## src/hw/rtl/clipped_rect_fill_blend_assert.svh

```systemverilog
// assertion macros shared by the clipped rectangle fill and blend block
`ifndef CLIPPED_RECT_FILL_BLEND_ASSERT_SVH
`define CLIPPED_RECT_FILL_BLEND_ASSERT_SVH
`ifndef NO_ASSERTIONS
// same-cycle implication
`define CRFB_ASSERT_NOW(label, clk, rst, ante, cons, msg) \
   label: assert property (@(posedge clk) disable iff (rst) (ante) |-> (cons)) \
      else $error(msg);
// next-cycle implication
`define CRFB_ASSERT_NEXT(label, clk, rst, ante, cons, msg) \
   label: assert property (@(posedge clk) disable iff (rst) (ante) |=> (cons)) \
      else $error(msg);
`else
`define CRFB_ASSERT_NOW(label, clk, rst, ante, cons, msg)
`define CRFB_ASSERT_NEXT(label, clk, rst, ante, cons, msg)
`endif
`endif

```

## src/hw/rtl/crfb_pkg.sv

```systemverilog
// types and constants for the clipped rectangle fill and blend block
`timescale 1ns / 1ps
package crfb_pkg;

   localparam int ROW_PIXELS  = 240;
   localparam int ROW_COUNT   = 400;
   localparam int STORE_DEPTH = ROW_PIXELS * ROW_COUNT;
   localparam int ADDR_W      = $clog2(STORE_DEPTH);
   localparam int COL_W       = $clog2(ROW_PIXELS + 1);
   localparam int ROW_W       = $clog2(ROW_COUNT + 1);
   localparam int CH_W        = 8;
   localparam int CH_COUNT    = 3;
   localparam int PIX_W       = CH_W * CH_COUNT;
   localparam int TOUCH_W     = 17;

   localparam logic CMD_FILL = 1'b0;
   localparam logic CMD_READ = 1'b1;

   localparam logic [CH_W-1:0] ALPHA_OPAQUE = 8'hFF;
   localparam logic [CH_W-1:0] ALPHA_CLEAR  = 8'h00;

   typedef struct packed {
      logic               cmd;
      logic signed [15:0] origin_col;
      logic signed [15:0] origin_row;
      logic [15:0]        span_cols;
      logic [15:0]        span_rows;
      logic [CH_W-1:0]    fill_red;
      logic [CH_W-1:0]    fill_green;
      logic [CH_W-1:0]    fill_blue;
      logic [CH_W-1:0]    fill_alpha;
   } req_word_type;

   typedef struct packed {
      logic [CH_W-1:0]    pixel_red;
      logic [CH_W-1:0]    pixel_green;
      logic [CH_W-1:0]    pixel_blue;
      logic [TOUCH_W-1:0] pixels_touched;
      logic               outside_flag;
   } rsp_word_type;

   typedef struct packed {
      logic capture;
      logic setup;
      logic start;
      logic clr_step;
      logic pix_write;
      logic mem_read;
      logic bl_mult;
      logic bl_write;
      logic rsp_load;
   } dp_cmd_type;

   typedef struct packed {
      logic clear_last;
      logic is_read;
      logic rd_outside;
      logic reject;
      logic empty;
      logic opaque;
      logic last_pixel;
   } dp_stat_type;

   typedef enum logic [9:0] {
      ST_CLEAR    = 10'b00_0000_0001,
      ST_IDLE     = 10'b00_0000_0010,
      ST_SETUP    = 10'b00_0000_0100,
      ST_START    = 10'b00_0000_1000,
      ST_RD_ISSUE = 10'b00_0001_0000,
      ST_FILL_WR  = 10'b00_0010_0000,
      ST_BL_READ  = 10'b00_0100_0000,
      ST_BL_MULT  = 10'b00_1000_0000,
      ST_BL_WRITE = 10'b01_0000_0000,
      ST_FINISH   = 10'b10_0000_0000
   } state_type;

endpackage

```

## src/hw/rtl/crfb_ctrl.sv

```systemverilog
// command sequencer for clear pass, read, fill and blend sweeps
`timescale 1ns / 1ps
`include "clipped_rect_fill_blend_assert.svh"
module crfb_ctrl (
   input  logic                  clock,
   input  logic                  reset,
   input  logic                  req_valid,
   output logic                  req_stall,
   output logic                  rsp_valid,
   input  logic                  rsp_stall,
   input  crfb_pkg::dp_stat_type stat_i,
   output crfb_pkg::dp_cmd_type  cmd_o
);
   import crfb_pkg::*;

   state_type state_ff, state_in;
   logic      rsp_valid_ff, rsp_valid_in;
   logic      slot_free;

   assign req_stall = (state_ff != ST_IDLE);
   assign rsp_valid = rsp_valid_ff;
   assign slot_free = !rsp_valid_ff || !rsp_stall;

   always_comb begin
      state_in = state_ff;
      cmd_o    = '0;
      case (state_ff)
         ST_CLEAR: begin
            cmd_o.clr_step = 1'b1;
            if (stat_i.clear_last) begin
               state_in = ST_IDLE;
            end
         end
         ST_IDLE: begin
            if (req_valid) begin
               cmd_o.capture = 1'b1;
               state_in      = ST_SETUP;
            end
         end
         ST_SETUP: begin
            cmd_o.setup = 1'b1;
            state_in    = ST_START;
         end
         ST_START: begin
            cmd_o.start = 1'b1;
            if (stat_i.is_read) begin
               state_in = stat_i.rd_outside ? ST_FINISH : ST_RD_ISSUE;
            end else if (stat_i.reject || stat_i.empty) begin
               state_in = ST_FINISH;
            end else if (stat_i.opaque) begin
               state_in = ST_FILL_WR;
            end else begin
               state_in = ST_BL_READ;
            end
         end
         ST_RD_ISSUE: begin
            cmd_o.mem_read = 1'b1;
            state_in       = ST_FINISH;
         end
         ST_FILL_WR: begin
            cmd_o.pix_write = 1'b1;
            if (stat_i.last_pixel) begin
               state_in = ST_FINISH;
            end
         end
         ST_BL_READ: begin
            cmd_o.mem_read = 1'b1;
            state_in       = ST_BL_MULT;
         end
         ST_BL_MULT: begin
            cmd_o.bl_mult = 1'b1;
            state_in      = ST_BL_WRITE;
         end
         ST_BL_WRITE: begin
            cmd_o.bl_write = 1'b1;
            state_in       = stat_i.last_pixel ? ST_FINISH : ST_BL_READ;
         end
         ST_FINISH: begin
            if (slot_free) begin
               cmd_o.rsp_load = 1'b1;
               state_in       = ST_IDLE;
            end
         end
         default: begin
            state_in = ST_IDLE;
         end
      endcase
   end

   always_comb begin
      rsp_valid_in = rsp_valid_ff;
      if (rsp_valid_ff && !rsp_stall) begin
         rsp_valid_in = 1'b0;
      end
      if (cmd_o.rsp_load) begin
         rsp_valid_in = 1'b1;
      end
   end

   always_ff @(posedge clock) begin
      if (reset) begin
         state_ff     <= ST_CLEAR;
         rsp_valid_ff <= 1'b0;
      end else begin
         state_ff     <= state_in;
         rsp_valid_ff <= rsp_valid_in;
      end
   end

   `CRFB_ASSERT_NEXT(a_accept_to_setup, clock, reset, req_valid && !req_stall, state_ff == ST_SETUP, "accepted word did not enter setup")
   `CRFB_ASSERT_NEXT(a_mult_then_write, clock, reset, cmd_o.bl_mult, cmd_o.bl_write, "blend products not written back")
   `CRFB_ASSERT_NOW(a_no_overwrite, clock, reset, cmd_o.rsp_load, slot_free, "pending result word overwritten")

endmodule
```

## config.mk

```make
export PLATFORM = sky130hd
export DESIGN_NAME = crfb_ctrl
export DESIGN_NICKNAME = d
export VERILOG_FILES = /design/src/hw/rtl/crfb_pkg.sv /design/src/hw/rtl/crfb_ctrl.sv
export VERILOG_INCLUDE_DIRS = /design/src /design/src/hw/rtl
export SDC_FILE = /design/constraint.sdc
export NUM_CORES = 1
export LEC_CHECK = 0
export ABC_CLOCK_PERIOD_IN_PS = 1600
export BUFFER_PORTS_ARGS = -buffer_cell sky130_fd_sc_hd__buf_2
export CORE_ASPECT_RATIO = 1.25
export CORE_MARGIN = 3
export CORE_UTILIZATION = 44
export CTS_CLUSTER_DIAMETER = 80
export DETAILED_ROUTE_END_ITERATION = 7
export PLACE_DENSITY = 0.73
export RECOVER_POWER = 100
export SKIP_LAST_GASP = 1
export SLEW_MARGIN = 20
export SYNTH_ARGS = -nofsm -noshare
export SYNTH_HDL_FRONTEND = slang
export SYNTH_SLANG_ARGS = --single-unit
```

## constraint.sdc

```tcl
create_clock -name clock -period 1.6 [get_ports clock]
set_input_delay 0 -clock clock [delete_from_list [all_inputs] [get_ports clock]]
set_output_delay 0 -clock clock [all_outputs]
set_load 0.05 [all_outputs]
```

# == Word-level counts from Yosys, hierarchy flattened ==
# Cells that the tools add are included.
# classes
eq_ne,15
muxes,23
reduce_logical,8
# op_table
operator,n
$pmux 10 s10,1
$mux 10,8
$mux 1,13
$eq 10x1->1 const B,1
$eq 10x10->1 const B,1
$eq 10x2->1 const B,1
$eq 10x3->1 const B,1
$eq 10x4->1 const B,1
$eq 10x5->1 const B,1
$eq 10x6->1 const B,1
$eq 10x7->1 const B,1
$eq 10x8->1 const B,1
$eq 10x9->1 const B,1
$ne 10x2->1 const B,1
$ne 2x2->1 const B,4
$mux 7,1
$reduce_and 4->1,1
$logic_not 1->1,2
$logic_or 1x1->1,2
$reduce_bool 2->1,1
$reduce_or 2->1,1
$logic_and 1x1->1,1
# word_totals
register_bits,11
in_bits,11
out_inout_bits,11
elab_cells,48

# == Logic depth before layout (Yosys ltp) ==
# Gate-level depths: netlist (run 1).
# depth
depth_word,5
mapped_depth,6
mapped_depth_nobuf,5

# == Worst setup path before layout (run 1) ==
# No wires, ideal clock.
# synth_path
path_type,register -> output
from,register state_ff[8]
to,output cmd_o[3] (netlist bit)
arrival_time_ns,2.541
required_ns,1.600
path_slack_ns,-0.941
stages_incl_launch_ff,4
path_buffers,0
path_cell_list,dfxtp_1 -> nor4_1 -> nand2_1 -> nor4_1
# synth_lines
item,line_no,text
start: declaration,crfb_ctrl.sv:16,"state_type state_ff, state_in;"
start signal: assignment,crfb_ctrl.sv:105,state_ff <= state_in;
end: declaration,crfb_ctrl.sv:12,output crfb_pkg::dp_cmd_type cmd_o

==> results.tsv, run 1 <==
metric	value	unit
status	finished with violations	
failed_checks	negative hold slack	
antenna_fix_cells	0	
worstSetupStartpoint	state_ff[8]	
syn_nets	103	
track_usage	21.2	%
total_power	0.673	mW
synthesis_warnings	0	
synth_sequential_area_ratio	29.9	%
worst_slew_margin_rel	60.4	%
synth_seq_cells	11	
synth_edf_count	0	
crit_end	cmd_o[4]	
number_of_top_level_pins	22	
netlist.area_leader.share	29.9	%
crit_path_max_fanout	6	
hold_ws	-0.000897	ns
timing_max_transition_violations_final	0	
cts_buffers	3	
ff2ff_path_depth	6	
x_dimension_of_the_die	42.6	um
die_height	51.8	um
number_of_drc_markers_after_the_initial_detailed_route_iteration	18	
num-nets-final	144	
yosys.cell_types.count	33	
routed-via-count	874	
final_antenna_net_count	0	
clock_tree_from_tritoncts	done	
drt-vias-per-instance	5.87	
most-common-layout-cells	sky130_fd_sc_hd__buf_4 (18), sky130_fd_sc_hd__buf_2 (10), sky130_fd_sc_hd__nor2_1 (9)	
cts_root_buf	sky130_fd_sc_hd__clkbuf_4	
tightestPinTransition	0.597	ns
crit_path_start_kind	flop	
first_pass_grt_wire_length	3.56	mm
timing.setup.tns	0	ns
detail_route.first_pass.iterations	4	
timing.reg2reg.setup_slack	0.04	ns
finalHoldViolCount	1	
post_drt_wl_per_cell	15.3	um
ctsLongestPathBuffers	2	
first_global_vias	842	
drc	0	
area_delta_synth_final	58.6	%
final.setup_skew	0.00313	ns
grt_antenna_before_repair	0	
final.setup.worst_slack	0.00106	ns
insertion_delay	0.28	ns
mostFrequentLayoutCell	sky130_fd_sc_hd__buf_4	
max_clock_freq	0.625	GHz
worstSetupEndpointType	output port	
required	1.60	ns
detailed_place_hpwl	1.55	mm
post_synth_instance_area	737	um2
power_density	576	nW/um2
dieArea	2210	um2
worstReg2RegEnd	state_ff[1]	
routed_wl	2.28	mm
async_reset_ff_share	0	%
placement_stage_worst_setup_slack	0.0772	ns
cell_types_with_the_largest_area_share_after_synthesis	sky130_fd_sc_hd__dfxtp_1 (30%), sky130_fd_sc_hd__nor2_1 (5.6%), sky130_fd_sc_hd__nand4_1 (4.2%), sky130_fd_sc_hd__nand3_1 (4.1%), sky130_fd_sc_hd__nor3b_1 (4.1%)	
hold_path_class	in2reg	
worstSetupPathType	reg2out	
drive_above_1_share	51.5	%
placement_rows	15	
postSynthCellCount	92	
synth_flop_cell	sky130_fd_sc_hd__dfxtp_1	
clock-sinks	11	
grt_remaining_overflow	0	
finalWorstPathRequiredPeriod	1.60	ns
rsz0062_at_grt	true	
cap_viol_max_count	0	
grt_start_max_net_pins	11	
finalSetupViolations	0	
final.period_utilization	99.9	%
place.port_buffers	21	
h-tree-depth	1	
leakage	0.499	nW
worst-endpoint-arrival	1.60	ns
vdd_ir_drop_max	0.000438	V
clk_pin_slew	0.07	ns
initial_utilization	49.7	%
r2r-start	state_ff[4]	
core-area	1480	um2
synth_area_leader_cell	sky130_fd_sc_hd__dfxtp_1	
gp_routability_congestion	0.933	
avgSynthCellArea	8.01	um2
[power breakdown]
part | leakage (nW) | internal (mW) | switching [mW] | total (mW)
Clock | 0.0150 | 0.0967 | 0.102 | 0.199
Combinational | 0.392 | 0.0851 | 0.103 | 0.188
Sequential | 0.0918 | 0.279 | 0.00645 | 0.285
[worst min path at each step]
stage	startpoint	end	cells after the start	slack, ns
2_1_floorplan	reset	rsp_valid	1	0.07
3_3_place_gp	stat_i[1]	state_ff[5]	3	0.27
3_5_place_dp	stat_i[1]	state_ff[5]	3	0.27
4_1_cts	rsp_stall	rsp_valid	3	0.0004
5_1_grt	stat_i[4]	state_ff[4]	3	0.02
6_report	rsp_stall	rsp_valid	3	-0.0009
[stage by stage]
step / instances / instance area, um2 / util, %
2_1_floorplan: 92 / 774 / -
6_report: 149 / 1170 / 78.8
3_5_place_dp: 139 / 967 / 65.2
3_3_place_gp: 139 / 967 / 65.2
5_1_grt: 149 / 1170 / 78.8
4_1_cts: 148 / 1070 / 72.3
[synth_stat cells (3+ instances only)]
cell type                  n
sky130_fd_sc_hd__inv_1     4
sky130_fd_sc_hd__nand3_1   6
sky130_fd_sc_hd__nor2_1   11
sky130_fd_sc_hd__nor2b_1   4
sky130_fd_sc_hd__nand4_1   5
sky130_fd_sc_hd__a21oi_1   4
sky130_fd_sc_hd__nand2_1   5
sky130_fd_sc_hd__nor3_1    4
sky130_fd_sc_hd__dfxtp_1  11
sky130_fd_sc_hd__nor3b_1   4
sky130_fd_sc_hd__xor2_1    3
[cell families (layout without fill, tap and decap cells)]
group                  after synthesis  in the layout  share of synthesized area [%]
AND/OR/NAND/NOR                     57             57                           47.5
flip-flops                          11             11                           29.9
XOR/XNOR                             4              4                           4.75
buffers and inverters                9             49                           7.30
AO/OA/AOI/OAI                       11             11                           10.5
[critical path: stages, from the launching register on]
cell and delay, ns:
sky130_fd_sc_hd__dfxtp_4 0.37, sky130_fd_sc_hd__nor4_2 0.23, sky130_fd_sc_hd__buf_4 0.15, sky130_fd_sc_hd__and2_4 0.14, sky130_fd_sc_hd__nand2_2 0.07, sky130_fd_sc_hd__nor3b_4 0.19
sky130_fd_sc_hd__buf_6 0.18
[what timing repair did]
action                                  in CTS  in global routing
gates cloned                                 0                  1
endpoints found under the setup margin       7                 16
resized for setup                           12                 34
setup buffers                                2                  0
pin swaps                                    0                  8
endpoints found under the hold margin        4                  0
hold buffers                                 3                  0
[per-layer routing]
metal  track usage, %  vias to the layer above  wire, um
li1                 -                      419         -
met1             23.8                      402       896
met2             38.1                       40      1160
met3             2.77                       13       124
met4             11.9                        0        95
met5                0                        -         0
[sequential cells by signal, summed over array words and instances, names as in the netlist]
register,cells
rsp_valid,1
state_ff,10
[cell type report]
| class | count | area [um2] |
|---|---|---|
| multi-input cells | 72 | 549 |
| repair buffers | 41 | 328 |
| fillers | 109 | 314 |
| flip-flops and latches | 11 | 229 |
| clock buffers | 4 | 26.3 |
| well taps | 17 | 21.3 |
| inverters | 4 | 15.0 |
Power figures use the tool's default switching activity.
==> inputs of run 2 (changes only) <==
--- a/config.mk
+++ b/config.mk
@@ -10,10 +10,12 @@
 export BUFFER_PORTS_ARGS = -buffer_cell sky130_fd_sc_hd__buf_2
 export CORE_ASPECT_RATIO = 1.25
 export CORE_MARGIN = 3
-export CORE_UTILIZATION = 44
+export CORE_UTILIZATION = 30
 export CTS_CLUSTER_DIAMETER = 80
 export DETAILED_ROUTE_END_ITERATION = 7
-export PLACE_DENSITY = 0.73
+export GPL_ROUTABILITY_DRIVEN = 0
+export GPL_TIMING_DRIVEN = 0
+export PLACE_DENSITY = 0.53
 export RECOVER_POWER = 100
 export SKIP_LAST_GASP = 1
 export SLEW_MARGIN = 20
==> run 2 against run 1 <==
  * The run ends with negative setup slack left
  * Critical endpoint unchanged
  * Cell count increased by 13%
  * Critical path type unchanged
  * Largest cell class unchanged
  * Register-to-register slack worse by 0.07 ns
  * Highest routed layer unchanged
  * Critical path depth is 1 lower
==> results.tsv, run 2 (synthesized netlist as in run 1, its figures left out) <==
metric	value	unit	change
status	finished with violations		
failed_checks	negative setup slack		
worstReg2RegEnd	state_ff[6]		
crit_path_max_fanout	4		-2
post_drt_wl_per_cell	13.3	um	-13%
core-area	2260	um2	+52%
routed_wl	2.23	mm	-2.2%
timing_max_transition_violations_final	0		unchanged
cts_root_buf	sky130_fd_sc_hd__clkbuf_4		
cts_buffers	3		unchanged
area_of_the_multi_input_gates	583	um2	+6.2%
detail_route.first_pass.iterations	4		unchanged
num-nets-final	149		+3.5%
use_met1	17.5	%	-6.3 points
largest_register_ff_count	10		unchanged
number_of_drc_markers_after_the_initial_detailed_route_iteration	15		-3
dieArea	3090	um2	+40%
portion_of_total_power_attributed_to_the_clock_network	30.2	%	+0.7 points
clock-sinks	11		unchanged
globalRoute.busiestLayer	met2		
internal_power	0.456	mW	-1.1%
leakage	0.523	nW	+4.8%
first_pass_grt_wire_length	3.23	mm	-9.3%
number_of_top_level_pins	22		unchanged
first_global_vias	733		-13%
netSwitchingPower	0.217	mW	+2.3%
finalWorstPathRequiredPeriod	1.70	ns	+0.0981 ns
worstSetupPathType	reg2out		
cp_cell_sequence	nor4_4, and2_4, nand2_4, nor3b_4, buf_6		
final.setup.worst_slack	-0.0970	ns	-0.0981 ns
mostFrequentLayoutCell	sky130_fd_sc_hd__buf_4		
place.port_buffers	21		unchanged
cap_viol_max_count	0		unchanged
gr-usage-met3	2.18	%	-0.59 points
hold_path_class	in2reg		
vdd_ir_drop_max	0.000408	V	-6.8%
cp.buffers_inverters	1		-1
drc	0		unchanged
min_delay_path_depth	3		unchanged
tightestPinTransition	0.599	ns	+0.00194 ns
required	1.60	ns	about the same
grt.met2_usage	22.9	%	-15 points
ctsLongestPathBuffers	2		unchanged
clock_tree_from_tritoncts	done		
timing.setup.tns	-0.340	ns	-0.340 ns
slowest_delay	0.37	ns	about the same
placement_rows	19		+4
final.period_utilization	106	%	+6.1 points
detailed_place_hpwl	1.45	mm	-6.1%
drt-vias-per-instance	5.14		-12%
grt_start_max_net_pins	11		unchanged
r2r-start	state_ff[8]		
switching_share	32.2	%	+0.73 points
finalHoldViolCount	0		-1
h-tree-depth	1		unchanged
power_density	522	nW/um2	-9.2%
post-route-util	57.0	%	-22 points
routed-via-count	864		-1.1%
share_seq_of_total_power	43.7	%	+1.3 points
grt_remaining_overflow	0		unchanged
clk_pin_slew	0.08	ns	about the same
drive_above_1_share	53.3	%	+1.8 points
cpMaxStageDelayCell	sky130_fd_sc_hd__dfxtp_4		
crit_path_start_kind	flop		
worst_hold_path.endpoint	state_ff[4]		
final.fill_count	207		+90%
registers.top_by_ff_count	state_ff		
most-common-layout-cells	sky130_fd_sc_hd__buf_4 (18), sky130_fd_sc_hd__buf_2 (10), sky130_fd_sc_hd__buf_6 (9)		
critical-path-top-delay-family	simple AND/OR/NAND/NOR gates		
initial_utilization	32.6	%	-17 points
worstSetupEndpointType	output port		
antenna_fix_cells	0		unchanged
timing.hold.worst.start	stat_i[4]		
grt_antenna_before_repair	0		unchanged
rsz0062_at_grt	true		
finalSetupViolations	9		+9
ff2ff_path_depth	5		-1
die_height	61.4	um	+19%
area_delta_synth_final	74.7	%	
final_antenna_net_count	0		unchanged
timing.reg2reg.setup_slack	-0.03	ns	-0.07 ns
worst_slew_margin_rel	60.2	%	-0.13 points
place.detailed.instances	144		+3.6%
insertion_delay	0.27	ns	about the same
seq_area	234	um2	+2.2%
final-instance-count-excl-fill	168		+13%
max_clock_freq	0.589	GHz	-5.8%
final.setup_skew	0.00390	ns	+0.000775 ns
x_dimension_of_the_die	50.3	um	+18%
combPwrFrac	26.1	%	-1.9 points
worst-endpoint-arrival	1.70	ns	+0.10 ns
track_usage	13.8	%	-7.4 points
-- run 2: worst min-delay path, cell delays in order --
cell and delay (ns):
sky130_fd_sc_hd__buf_2 0.07, sky130_fd_sc_hd__nand2b_1 0.11, sky130_fd_sc_hd__nor3b_1 0.05
-- run 2: final cells by class --
type,count,area share [%]
clock buffer,4,2.04
multi-input combinational,72,45.3
buffer,3,2.33
timing repair buffer,43,28.0
inverter,4,1.17
sequential,11,18.2
tap,31,3.01
-- run 2: per-layer routing --
layer	part of all wire, %	wire length [um]	vias up
met2	55	1210	10
met5	0	0	-
met4	0.76	17	0
met1	42	941	420
li1	-	-	432
met3	2.4	53	2
-- run 2: power by group through the flow --
stage	clock network (mW)	registers [mW]	logic, mW
floorplan	0	0.294	0.0852
global placement	0	0.297	0.120
global route	0.223	0.295	0.190
CTS	0.206	0.293	0.143
detailed placement	0	0.297	0.120
finish	0.203	0.294	0.176
-- run 2: repair_timing --
item | in CTS | in global routing
setup buffers | 3 | 14
endpoints found under the hold margin | 4 | 0
setup endpoints to repair | 19 | 13
hold buffers | 4 | 0
cloned | 0 | 1
pin swaps | 3 | 8
gates resized for setup | 28 | 26
-- run 2: through the flow --
step                hold slack (ns)  worst slack, ns  power, mW  instance area, um2
floorplan                    0.0691           -0.209      0.379                 774
global placement              0.273           -0.157      0.417                 918
detailed placement            0.273           -0.145      0.417                 918
CTS                         0.00432          -0.0644      0.642                1090
global route                 0.0356           -0.202      0.707                1290
finish                      0.00638          -0.0970      0.673                1290
-- run 2: worst max-delay path by stage --
stage	start	to	depth (start not counted)
after CTS	state_ff[6]	cmd_o[8]	7
after global routing	state_ff[8]	cmd_o[4]	5
after global placement	state_ff[5]	state_ff[1]	6
after detailed placement	state_ff[5]	state_ff[1]	6
after floorplan	state_ff[5]	state_ff[1]	6
final	state_ff[8]	cmd_o[4]	5
